### config.mk
export PLATFORM = sky130hd
export DESIGN_NAME = infix_to_postfix_converter_core
export DESIGN_NICKNAME = d
export VERILOG_FILES = /design/src/i2p_pkg.sv /design/src/i2p_datapath.sv /design/src/i2p_ctrl.sv /design/src/infix_to_postfix_converter_core.sv
export SDC_FILE = /design/constraint.sdc
export NUM_CORES = 1
export LEC_CHECK = 0
export BUFFER_PORTS_ARGS = -buffer_cell sky130_fd_sc_hd__buf_2
export CORE_UTILIZATION = 55
export CTS_CLUSTER_DIAMETER = 50
export DETAILED_ROUTE_END_ITERATION = 10
export HOLD_SLACK_MARGIN = 0.05
export PLACE_DENSITY = 0.75
export SETUP_SLACK_MARGIN = 0.02
export SLEW_MARGIN = 5
export SYNTH_ARGS = -nofsm -noshare
export SYNTH_HDL_FRONTEND = slang
export SYNTH_SLANG_ARGS = --single-unit
### constraint.sdc
create_clock -name clk -period 13.8 [get_ports clk]
set_input_delay 1.38 -clock clk [delete_from_list [all_inputs] [get_ports clk]]
set_output_delay 1.38 -clock clk [all_outputs]
set_load 0.005 [all_outputs]
### src/i2p_pkg.sv
package i2p_pkg;

    localparam int I2P_STACK_DEPTH = 32;

    // token kinds on the input side
    localparam logic [2:0] TOK_NUM    = 3'd0;
    localparam logic [2:0] TOK_OP     = 3'd1;
    localparam logic [2:0] TOK_OPEN   = 3'd2;
    localparam logic [2:0] TOK_RPAREN = 3'd3;
    localparam logic [2:0] TOK_EOL    = 3'd4;

    // result kinds
    localparam logic [1:0] OUT_NUM = 2'd0;
    localparam logic [1:0] OUT_OP  = 2'd1;
    localparam logic [1:0] OUT_END = 2'd2;
    localparam logic [1:0] OUT_ERR = 2'd3;

    // error codes
    localparam logic [1:0] ERR_NONE     = 2'd0;
    localparam logic [1:0] ERR_OVERFLOW = 2'd1;
    localparam logic [1:0] ERR_RPAREN   = 2'd2;
    localparam logic [1:0] ERR_LPAREN   = 2'd3;

    // stack entry: [7] left paren, [6:4] op code, [3:0] precedence
    typedef logic [7:0] entry_t;
    localparam entry_t LPAREN_ENTRY = 8'h80;

    typedef enum logic [2:0] {
        ST_IDLE,
        ST_OP_LOOP,
        ST_RP_LOOP,
        ST_EOL_LOOP,
        ST_FINISH
    } state_t;

    typedef struct packed {
        logic       direct;       // write output register at once, flagged last
        logic       direct_num;   // direct item is the input number, else an error
        logic [1:0] direct_err;
        logic       load_tok;     // latch operator token
        logic       push;
        logic       push_lparen;  // push a left paren, else the latched operator
        logic       pop;
        logic       gen;          // new item into the pending slot
        logic [1:0] gen_kind;
        logic       gen_from_top; // operator code of the generated item from top
        logic [1:0] gen_err;
        logic       finish;       // pending item out, flagged last
    } cmd_t;

    typedef struct packed {
        logic out_free;
        logic can_gen;
        logic pend_valid;
        logic empty;
        logic full;
        logic top_lparen;
        logic top_yield;
    } status_t;

endpackage

### src/i2p_datapath.sv
module i2p_datapath #(
    parameter int STACK_DEPTH = i2p_pkg::I2P_STACK_DEPTH
) (
    input  logic               clk,
    input  logic               rst_n,
    input  i2p_pkg::cmd_t      cmd,
    output i2p_pkg::status_t   status,
    input  logic signed [63:0] number_value,
    input  logic [2:0]         op_code,
    input  logic [3:0]         precedence,
    input  logic               right_assoc,
    output logic               out_valid,
    input  logic               out_ready,
    output logic [1:0]         out_kind,
    output logic signed [63:0] out_value,
    output logic [2:0]         out_op,
    output logic [1:0]         error_code,
    output logic               last
);
    import i2p_pkg::*;

    localparam int CNT_W = $clog2(STACK_DEPTH + 1);
    localparam int IDX_W = $clog2(STACK_DEPTH);

    entry_t             stack_mem [STACK_DEPTH];
    logic [CNT_W-1:0]   count_reg, count_next;
    entry_t             top_reg;
    entry_t             push_data;
    logic [IDX_W-1:0]   rd_idx;
    logic [CNT_W-1:0]   rd_cnt;

    logic [2:0]         tok_op_reg;
    logic [3:0]         tok_prec_reg;
    logic               tok_rassoc_reg;

    logic               pend_valid_reg, pend_valid_next;
    logic [1:0]         pend_kind_reg, pend_kind_next;
    logic [2:0]         pend_op_reg, pend_op_next;
    logic [1:0]         pend_err_reg, pend_err_next;

    logic               out_valid_reg, out_valid_next;
    logic               out_load;
    logic [1:0]         out_kind_reg, out_kind_next;
    logic signed [63:0] out_value_reg, out_value_next;
    logic [2:0]         out_op_reg, out_op_next;
    logic [1:0]         out_err_reg, out_err_next;
    logic               out_last_reg, out_last_next;
    logic               out_free;
    logic [2:0]         gen_op;

    // operator token
    always_ff @(posedge clk)
    begin
        if (cmd.load_tok)
        begin
            tok_op_reg     <= op_code;
            tok_prec_reg   <= precedence;
            tok_rassoc_reg <= right_assoc;
        end
    end

    // stack: count, storage, registered top copy
    assign push_data = cmd.push_lparen ? LPAREN_ENTRY : {1'b0, tok_op_reg, tok_prec_reg};

    always_comb
    begin
        count_next = count_reg;
        if (cmd.push)
            count_next = count_reg + CNT_W'(1);
        else if (cmd.pop)
            count_next = count_reg - CNT_W'(1);
        rd_cnt = (count_next == '0) ? '0 : count_next - CNT_W'(1);
        rd_idx = rd_cnt[IDX_W-1:0];
    end

    always_ff @(posedge clk or negedge rst_n)
    begin
        if (!rst_n)
            count_reg <= '0;
        else
            count_reg <= count_next;
    end

    always_ff @(posedge clk)
    begin
        if (cmd.push)
            stack_mem[count_reg[IDX_W-1:0]] <= push_data;
        // bypass a push; the popped-to entry is never being written
        if (cmd.push)
            top_reg <= push_data;
        else
            top_reg <= stack_mem[rd_idx];
    end

    // pending item and output register
    assign out_free = !out_valid_reg || out_ready;
    assign gen_op   = cmd.gen_from_top ? top_reg[6:4] : 3'd0;

    always_comb
    begin
        pend_valid_next = pend_valid_reg;
        pend_kind_next  = pend_kind_reg;
        pend_op_next    = pend_op_reg;
        pend_err_next   = pend_err_reg;
        out_valid_next  = out_valid_reg && !out_ready;
        out_load        = 1'b0;
        out_kind_next   = out_kind_reg;
        out_value_next  = out_value_reg;
        out_op_next     = out_op_reg;
        out_err_next    = out_err_reg;
        out_last_next   = out_last_reg;

        if (cmd.direct)
        begin
            out_load       = 1'b1;
            out_kind_next  = cmd.direct_num ? OUT_NUM : OUT_ERR;
            out_value_next = cmd.direct_num ? number_value : 64'sd0;
            out_op_next    = 3'd0;
            out_err_next   = cmd.direct_num ? ERR_NONE : cmd.direct_err;
            out_last_next  = 1'b1;
        end
        else if ((cmd.gen && pend_valid_reg) || cmd.finish)
        begin
            out_load       = 1'b1;
            out_kind_next  = pend_kind_reg;
            out_value_next = 64'sd0;
            out_op_next    = pend_op_reg;
            out_err_next   = pend_err_reg;
            out_last_next  = cmd.finish;
        end

        if (out_load)
            out_valid_next = 1'b1;

        if (cmd.gen)
        begin
            pend_valid_next = 1'b1;
            pend_kind_next  = cmd.gen_kind;
            pend_op_next    = gen_op;
            pend_err_next   = cmd.gen_err;
        end
        else if (cmd.finish)
            pend_valid_next = 1'b0;
    end

    always_ff @(posedge clk or negedge rst_n)
    begin
        if (!rst_n)
        begin
            pend_valid_reg <= 1'b0;
            out_valid_reg  <= 1'b0;
        end
        else
        begin
            pend_valid_reg <= pend_valid_next;
            out_valid_reg  <= out_valid_next;
        end
    end

    always_ff @(posedge clk)
    begin
        pend_kind_reg <= pend_kind_next;
        pend_op_reg   <= pend_op_next;
        pend_err_reg  <= pend_err_next;
        out_kind_reg  <= out_kind_next;
        out_value_reg <= out_value_next;
        out_op_reg    <= out_op_next;
        out_err_reg   <= out_err_next;
        out_last_reg  <= out_last_next;
    end

    // status
    always_comb
    begin
        status.out_free   = out_free;
        status.can_gen    = !pend_valid_reg || out_free;
        status.pend_valid = pend_valid_reg;
        status.empty      = (count_reg == '0);
        status.full       = (count_reg == CNT_W'(STACK_DEPTH));
        status.top_lparen = top_reg[7];
        status.top_yield  = !top_reg[7] &&
                            (tok_rassoc_reg ? (tok_prec_reg <  top_reg[3:0])
                                            : (tok_prec_reg <= top_reg[3:0]));
    end

    assign out_valid  = out_valid_reg;
    assign out_kind   = out_kind_reg;
    assign out_value  = out_value_reg;
    assign out_op     = out_op_reg;
    assign error_code = out_err_reg;
    assign last       = out_last_reg;

endmodule

### src/i2p_ctrl.sv
module i2p_ctrl (
    input  logic             clk,
    input  logic             rst_n,
    input  logic             in_valid,
    output logic             in_ready,
    input  logic [2:0]       token_kind,
    input  i2p_pkg::status_t status,
    output i2p_pkg::cmd_t    cmd
);
    import i2p_pkg::*;

    state_t state_reg, state_next;
    logic   in_fire;

    assign in_fire = in_valid && in_ready;

    always_ff @(posedge clk or negedge rst_n)
    begin
        if (!rst_n)
            state_reg <= ST_IDLE;
        else
            state_reg <= state_next;
    end

    // next state
    always_comb
    begin
        state_next = state_reg;
        case (state_reg)
            ST_IDLE:
            begin
                if (in_fire)
                begin
                    case (token_kind)
                        TOK_OP:     state_next = ST_OP_LOOP;
                        TOK_RPAREN: state_next = ST_RP_LOOP;
                        TOK_EOL:    state_next = ST_EOL_LOOP;
                        default:    state_next = ST_IDLE;
                    endcase
                end
            end
            ST_OP_LOOP:
            begin
                if (status.empty || !status.top_yield)
                begin
                    if (!status.full || status.can_gen)
                        state_next = ST_FINISH;
                end
            end
            ST_RP_LOOP:
            begin
                if (status.empty)
                begin
                    if (status.can_gen)
                        state_next = ST_FINISH;
                end
                else if (status.top_lparen)
                    state_next = ST_FINISH;
            end
            ST_EOL_LOOP:
            begin
                if (status.empty && status.can_gen)
                    state_next = ST_FINISH;
            end
            ST_FINISH:
            begin
                if (!status.pend_valid || status.out_free)
                    state_next = ST_IDLE;
            end
            default: state_next = ST_IDLE;
        endcase
    end

    // commands
    always_comb
    begin
        cmd      = '0;
        in_ready = 1'b0;
        case (state_reg)
            ST_IDLE:
            begin
                in_ready = status.out_free;
                if (in_valid && status.out_free)
                begin
                    case (token_kind)
                        TOK_NUM:
                        begin
                            cmd.direct     = 1'b1;
                            cmd.direct_num = 1'b1;
                        end
                        TOK_OP: cmd.load_tok = 1'b1;
                        TOK_OPEN:
                        begin
                            if (status.full)
                            begin
                                cmd.direct     = 1'b1;
                                cmd.direct_err = ERR_OVERFLOW;
                            end
                            else
                            begin
                                cmd.push        = 1'b1;
                                cmd.push_lparen = 1'b1;
                            end
                        end
                        default: ;
                    endcase
                end
            end
            ST_OP_LOOP:
            begin
                if (!status.empty && status.top_yield)
                begin
                    if (status.can_gen)
                    begin
                        cmd.pop          = 1'b1;
                        cmd.gen          = 1'b1;
                        cmd.gen_kind     = OUT_OP;
                        cmd.gen_from_top = 1'b1;
                    end
                end
                else if (status.full)
                begin
                    // full stack means nothing was popped, so the slot is free
                    if (status.can_gen)
                    begin
                        cmd.gen      = 1'b1;
                        cmd.gen_kind = OUT_ERR;
                        cmd.gen_err  = ERR_OVERFLOW;
                    end
                end
                else
                    cmd.push = 1'b1;
            end
            ST_RP_LOOP:
            begin
                if (status.empty)
                begin
                    if (status.can_gen)
                    begin
                        cmd.gen      = 1'b1;
                        cmd.gen_kind = OUT_ERR;
                        cmd.gen_err  = ERR_RPAREN;
                    end
                end
                else if (status.top_lparen)
                    cmd.pop = 1'b1;
                else if (status.can_gen)
                begin
                    cmd.pop          = 1'b1;
                    cmd.gen          = 1'b1;
                    cmd.gen_kind     = OUT_OP;
                    cmd.gen_from_top = 1'b1;
                end
            end
            ST_EOL_LOOP:
            begin
                if (status.can_gen)
                begin
                    cmd.gen = 1'b1;
                    if (status.empty)
                        cmd.gen_kind = OUT_END;
                    else
                    begin
                        cmd.pop = 1'b1;
                        if (status.top_lparen)
                        begin
                            cmd.gen_kind = OUT_ERR;
                            cmd.gen_err  = ERR_LPAREN;
                        end
                        else
                        begin
                            cmd.gen_kind     = OUT_OP;
                            cmd.gen_from_top = 1'b1;
                        end
                    end
                end
            end
            ST_FINISH:
            begin
                if (status.pend_valid && status.out_free)
                    cmd.finish = 1'b1;
            end
            default: ;
        endcase
    end

endmodule

### src/infix_to_postfix_converter_core.sv
// Shunting-yard infix to postfix converter over pre-parsed tokens.
// Input channel (in_valid/in_ready): one token per item - number, operator
// with precedence and associativity, left/right paren, or end of line.
// Output channel (out_valid/out_ready): postfix items - numbers, operators,
// the end marker, and error items (overflow, unmatched right or left paren).
// The final result caused by a token carries last.
// Numbers, and the overflow error of a left paren on a full stack, go
// straight to the output register and show up the cycle after acceptance;
// other left parens are only pushed. Operators, right parens and end of
// line run a pop loop at one stack entry per cycle while the receiver keeps
// up, and a stalled receiver holds the loop. Popped items go through a
// one-item holding slot so the last one can be flagged. The operator stack
// is a STACK_DEPTH-entry memory with a registered top copy; no new token is
// taken during a loop. Reset empties the stack and drops any pending
// result; no clearing pass. When the receiver stalls, the block holds its
// results and stops taking tokens until the output register frees up.
module infix_to_postfix_converter_core #(
    parameter int STACK_DEPTH = i2p_pkg::I2P_STACK_DEPTH
) (
    input  logic               clk,
    input  logic               rst_n,
    input  logic               in_valid,
    output logic               in_ready,
    input  logic [2:0]         token_kind,
    input  logic signed [63:0] number_value,
    input  logic [2:0]         op_code,
    input  logic [3:0]         precedence,
    input  logic               right_assoc,
    output logic               out_valid,
    input  logic               out_ready,
    output logic [1:0]         out_kind,
    output logic signed [63:0] out_value,
    output logic [2:0]         out_op,
    output logic [1:0]         error_code,
    output logic               last
);
    import i2p_pkg::*;

    cmd_t    cmd;
    status_t status;

    // sequencer: one token at a time
    i2p_ctrl u_ctrl (
        .clk        (clk),
        .rst_n      (rst_n),
        .in_valid   (in_valid),
        .in_ready   (in_ready),
        .token_kind (token_kind),
        .status     (status),
        .cmd        (cmd)
    );

    // stack, holding slot and output register
    i2p_datapath #(
        .STACK_DEPTH (STACK_DEPTH)
    ) u_datapath (
        .clk          (clk),
        .rst_n        (rst_n),
        .cmd          (cmd),
        .status       (status),
        .number_value (number_value),
        .op_code      (op_code),
        .precedence   (precedence),
        .right_assoc  (right_assoc),
        .out_valid    (out_valid),
        .out_ready    (out_ready),
        .out_kind     (out_kind),
        .out_value    (out_value),
        .out_op       (out_op),
        .error_code   (error_code),
        .last         (last)
    );

endmodule

==> qor.csv, run 1 <==
metric,value,unit
crit start category,flop,
status,completed,
Slew headroom,0.140,
critical-path cell list,"inv_1, ha_1, or4b_4, nor2_1, a21oi_1, a21bo_2, a21oi_1, or2_1, buf_4, ha_1, inv_1, o21ai_2, buf_4, o21ai_0, a221oi_1, o211a_1, a211oi_2",
Tcrit/Tclk final,0.424,
Slew Limit Fails,0,
post-cts hold buffer count,0,
area of the die,0.0291,mm2
Final #Nets,1388,
Required @ worst endpoint,14190,ps
top sig layer,met4,
routability cong.,0.984,
clock-pin transition on the worst setup and hold timing paths,60,ps
Main synth FF type,edfxtp_1,
grt ovf,0,
DRT Wirelength,39900,um
number of synthesized flops with an enable pin,339,
horizontal die dimension,171,um
"most common cell after layout, fill and taps aside",edfxtp_1,
# rows,61,
largest net degree at the start of global routing,72,
final hold viol count,0,
Synth Net Count,1242,
first-pass GRT wire length,59300,um
f_max,171,MHz
Critical Path End Type,flop,
I/O Buffers,152,
Slowest cell on crit path,ha_1,
P&R area growth vs syn,14.4,%
DRT iter0 DRCs,1220,
"flops & latches, synth",362,
post-route ant nets,0,
simple-gate share of the synthesized area,0.133,
Core Region,0.0279,mm2
number of max-cap violations,0,
DR WL/cell,23.4,um
later-pin clock latency in the skew report,530,ps
largest area contributor in the netlist,edfxtp_1,
Worst Tran Pin Value,1280,ps
clock sinks,362,
antenna violations before repair,0,
setup bufs post-CTS,0,
TNS Setup,0,ps
vias in the first global route,10095,
Syn Area/Cell,13.6,um2
Worst Hold Class,reg -> reg,
asr flop ratio synth,0.0304,
Post-Syn Area,0.0156,mm2
"Arr. time, crit path",6240,ps
Initial Util,0.561,
total number of vias,10671,
"slowest stage delay, CP",960,ps
io pins,153,
clk root buf,clkbuf_16,
RR Startpoint,u_datapath.count_reg[0],
Ys Warns,0,
Synth Area in Adders,0.00800,
"Gates resized, CTS repair",0,
Post-Syn Instances,1153,
# fillers,2075,
post-synth top area share,0.651,
largest family of logic cells by synthesized area,simple AND/OR/NAND/NOR gates,
final setup fails,0,
WL met2,18000,um
Global Route Usage Sum,0.275,
Met1 Wirelength,15600,um
Chip Height,171,um
skew final,20.0,ps
layout cells sized above 1,0.212,
TritonRoute pass-1 iters,8,
clk buf depth,3,
Area contributors post-synth,"edfxtp_1 (65%), and2_1 (3.4%), nand2_1 (3.2%), mux2i_1 (2.0%), dfrtp_1 (1.8%)",
beginning of the critical path,u_datapath.count_reg[0],
"commonest non-fill, non-tap cells in the layout","edfxtp_1 (339), buf_2 (152), nand2_1 (134), and2_1 (81), nor2_1 (66)",
Post-Synth XOR/XNOR Area,0.00312,
Met3 Wirelength,4140,um
# DRC,0,
hold_sp,u_datapath.pend_op_reg[1],
Num CTS Buffers,39,
post-synth cell types,82,
flip-flop count of the largest register after layout,256,
antenna cells,0,
compound-cell area share of the yosys netlist,0.117,
Post-DP HPWL,25400,um
post-synthesis sequential area ratio,0.684,
CP Class,reg -> reg,
unrepaired setup endpoints after global routing,false,
DR vias/cell,6.25,
Final min period,5850,ps
crit path max fanout,43,
mux share of post-synthesis cell area,0.0286,
H-tree Lvls,2,
TritonCTS clock tree,built,
[area by class of cell]
type / count / area, um2 / area share
clock inverter: 26 / 166 / 0.00930
timing repair buffer: 165 / 858 / 0.0480
multi-input combinational: 712 / 4590 / 0.256
clock buffer: 44 / 1040 / 0.0580
tap: 378 / 473 / 0.0264
sequential: 362 / 10700 / 0.598
inverter: 19 / 73.8 / 0.00413
[cell families after synthesis]
kind of cell | count (synthesis)
fa+ha+maj | 10
simple gates | 408
flops | 362
mux | 43
buf+inv | 79
xor+xnor | 4
compound gates | 247
[final timing paths]
kind	end	slack [ps]	cells after the start
min in group asynchronous	u_datapath.count_reg[0]	730	1
worst max-delay path	u_datapath.top_reg[2]	7950	17
worst min-delay path	u_datapath.out_op[1]	480	2
max in group asynchronous	u_ctrl.state_reg[2]	12820	1
worst max register to register	u_datapath.top_reg[2]	7950	17
worst min register to register	u_datapath.out_op[1]	480	2
[worst max-delay path: cells and delay by family, from the launching register on]
kind	cells	cell delay [ps]
buf+inv	4	1230
compound gates	8	1800
fa+ha+maj	2	1240
flops	1	460
simple gates	3	940
[per-stage QoR]
| stage | worst slack [ps] | utilization | cells | hold WS [ps] | cell area [um2] |
|---|---|---|---|---|---|
| after global routing | 7680 | 0.642 | 1706 | 520 | 17900 |
| after detailed placement | 7700 | 0.599 | 1636 | 466 | 16700 |
| after CTS | 8150 | 0.642 | 1706 | 481 | 17900 |
| final | 7950 | 0.642 | 1706 | 482 | 17900 |
| after floorplan | 8370 | - | 1153 | 453 | 15600 |
| after global placement | 7800 | 0.599 | 1636 | 454 | 16700 |
[cells in the mapped netlist (16+ instances only)]
| library cell | count |
|---|---|
| inv_1 | 16 |
| nand3_1 | 35 |
| nor2_1 | 67 |
| a31oi_1 | 40 |
| nor3_1 | 17 |
| or3_1 | 19 |
| mux2i_1 | 32 |
| o21ai_0 | 23 |
| and2_1 | 84 |
| a21oi_1 | 36 |
| buf_2 | 23 |
| clkbuf_1 | 24 |
| nand2_1 | 135 |
| edfxtp_1 | 339 |
[layer usage]
layer  vias to the layer above  track usage
li1                       4714            -
met5                         -            0
met4                         0        0.144
met1                      5049        0.367
met2                       755        0.433
met3                       153       0.0479
Power of run 1 is not shown: default switching activity piles up to over one toggle a cycle in this logic, so the estimate is an artifact.
==> run 2, diff against run 1 <==
--- a/config.mk
+++ b/config.mk
@@ -5,12 +5,13 @@
 export SDC_FILE = /design/constraint.sdc
 export NUM_CORES = 1
 export LEC_CHECK = 0
+export ABC_AREA = 1
 export BUFFER_PORTS_ARGS = -buffer_cell sky130_fd_sc_hd__buf_2
-export CORE_UTILIZATION = 55
+export CORE_UTILIZATION = 54
 export CTS_CLUSTER_DIAMETER = 50
 export DETAILED_ROUTE_END_ITERATION = 10
 export HOLD_SLACK_MARGIN = 0.05
-export PLACE_DENSITY = 0.75
+export PLACE_DENSITY = 0.77
 export SETUP_SLACK_MARGIN = 0.02
 export SLEW_MARGIN = 5
 export SYNTH_ARGS = -nofsm -noshare
==> constraint.sdc (replaced) <==
create_clock -name clk -period 4.78 [get_ports clk]
set_input_delay 0.478 -clock clk [delete_from_list [all_inputs] [get_ports clk]]
set_output_delay 0.478 -clock clk [all_outputs]
set_load 0.005 [all_outputs]
==> run 2 against run 1 <==
Via count is 7.8% higher. Maximum frequency is 35% higher. Non-clock buffer count is 11 higher. Critical path depth is 8 higher. Die area is 5.7% higher. Sequential cell count stayed put. Synthesized cell count is 33% higher. Worst setup slack worse by 7500 ps.
==> qor.csv, run 2 <==
metric,value,unit
status,completed,
Global Route Usage Sum,0.252,
Post-Syn Instances,1528,
horizontal die dimension,175,um
routability cong.,0.958,
Core Region,0.0296,mm2
Initial Util,0.548,
Synth Net Count,1617,
DR WL/cell,18.4,um
unrepaired setup endpoints after global routing,false,
Num CTS Buffers,40,
first-pass GRT wire length,59300,um
clk buf depth,3,
pre-CTS WS,495,ps
DR vias/cell,5.50,
Main synth FF type,edfxtp_1,
largest net degree at the start of global routing,110,
skew final,18.7,ps
grt ovf,0,
post-route ant nets,0,
final setup margin,438,ps
clock-pin transition on the worst setup and hold timing paths,60,ps
synth cell count leaders,"edfxtp_1 (339), nand3_1 (278), inv_1 (244), nor2_1 (195), nand2_1 (177)",
asr flop ratio synth,0.0304,
Worst Tran Pin Value,1220,ps
Worst Reg-to-Reg Cells,25,
# rows,63,
Required @ worst endpoint,5240,ps
DRT iter0 DRCs,1085,
Area contributors post-synth,"edfxtp_1 (63%), nand3_1 (8.6%), inv_1 (5.6%), nor2_1 (4.5%), nand2_1 (4.1%)",
later-pin clock latency in the skew report,530,ps
"Arr. time, crit path",4800,ps
Final #Nets,1763,
Slew headroom,0.182,
# DRC,0,
antenna violations before repair,0,
# fillers,2308,
crit path max fanout,34,
Syn Area/Cell,10.6,um2
flip-flop count of the largest register after layout,256,
io pins,153,
Critical Path End Type,flop,
Chip Height,175,um
largest area contributor in the netlist,edfxtp_1,
post-synthesis sequential area ratio,0.659,
post-synth cell types,38,
I/O Buffers,152,
number of synthesized flops with an enable pin,339,
Slew Limit Fails,0,
final hold viol count,0,
"flops & latches, synth",362,
Post-DP HPWL,24700,um
"count leader, synth",edfxtp_1,
area of the die,0.0308,mm2
number of max-cap violations,0,
Tcrit/Tclk final,0.908,
vias in the first global route,11046,
"setup slack, reg-to-reg",440,ps
hold_sp,precedence[3],
WHS,119,ps
worst hold path depth,1,
Final min period,4340,ps
TNS Setup,0,ps
RR Startpoint,u_datapath.count_reg[0],
worst hold endpoint,u_datapath.tok_prec_reg[3],
"most common cell after layout, fill and taps aside",edfxtp_1,
final setup fails,0,
reg2reg end,u_datapath.top_reg[7],
TritonRoute pass-1 iters,6,
antenna cells,0,
post-synth top area share,0.627,
f_max,230,MHz
DRT Wirelength,38400,um
P&R area growth vs syn,14.0,%
final non-filler cell area,0.0185,mm2
H-tree Lvls,2,
Worst Hold Class,in -> reg,
clock sinks,362,
dpl cell area,0.0173,mm2
"commonest non-fill, non-tap cells in the layout","edfxtp_1 (339), nand3_1 (278), inv_1 (243), nor2_1 (195), nand2_1 (176)",
crit start category,flop,
total number of vias,11504,
clk root buf,clkbuf_16,
TritonCTS clock tree,built,
Ys Warns,0,
CP Class,reg -> reg,
Post-Syn Area,0.0162,mm2
layout cells sized above 1,0.174,
run 2: area by class of cell:
type                    instances  area, um2  area share
flip-flops and latches        362      10700       0.578
clock inverters                17        163     0.00879
inverters                     255        957      0.0517
well taps                     390        488      0.0264
clock buffers                  52       1080      0.0582
multi-input cells             839       4170       0.225
repair buffers                176        960      0.0518
run 2: what timing repair did:
action / 4_1_cts / 5_1_grt
resized for setup: 0 / 1
hold buffers: 1 / 0
endpoints found under the hold margin: 11 / 0
setup endpoints to repair: 0 / 1
buffers inserted: 0 / 0
run 2: how the worst max path moves through the flow:
stage,startpoint,endpoint,slack (ps),cells after the start
2_1_floorplan,u_datapath.count_reg[0],u_datapath.out_valid,930,16
3_3_place_gp,u_datapath.count_reg[0],u_datapath.top_reg[7],620,22
3_5_place_dp,u_datapath.count_reg[0],u_datapath.top_reg[7],490,23
4_1_cts,u_datapath.count_reg[0],u_datapath.top_reg[7],410,22
5_1_grt,u_datapath.count_reg[0],u_datapath.top_reg[1],70,25
6_report,u_datapath.count_reg[0],u_datapath.top_reg[7],440,25
run 2: layer usage:
layer / wire (um) / GRT usage
met2: 18700 / 0.426
met5: 0 / 0
met1: 14900 / 0.308
met3: 2890 / 0.0437
met4: 1990 / 0.136
run 2: cells by family after synthesis:
kind of cell,after synthesis,synth area share
flops,362,0.659
simple gates,778,0.231
buf+inv,327,0.0850
fa+ha+maj,10,0.00770
compound gates,47,0.0159
xor+xnor,4,0.00216
run 2: through the flow:
step | util | cells
floorplan | - | 1528
global placement | 0.582 | 2021
detailed placement | 0.582 | 2021
finish | 0.625 | 2091
CTS | 0.624 | 2091
global route | 0.625 | 2091
run 2: critical path, stage by stage, from the launching register on:
cell and delay (ps):
dfrtp_1 430, inv_1 170, ha_1 240, inv_2 70, nor2_4 120, nand3_4 120, nand2_1 90, inv_2 50
nand2_2 80, nand3_2 110, nand2_4 200, inv_2 180, o21ai_2 190, inv_2 80, ha_1 210, nand3_1 100
nand2_1 70, inv_2 70, nand2_4 240, inv_2 650, nand3_1 160, nand3_1 130, nand3_1 120, nand3_1 140
nand3_1 110, nand2_1 90
Power of run 2 is left out for the same reason.
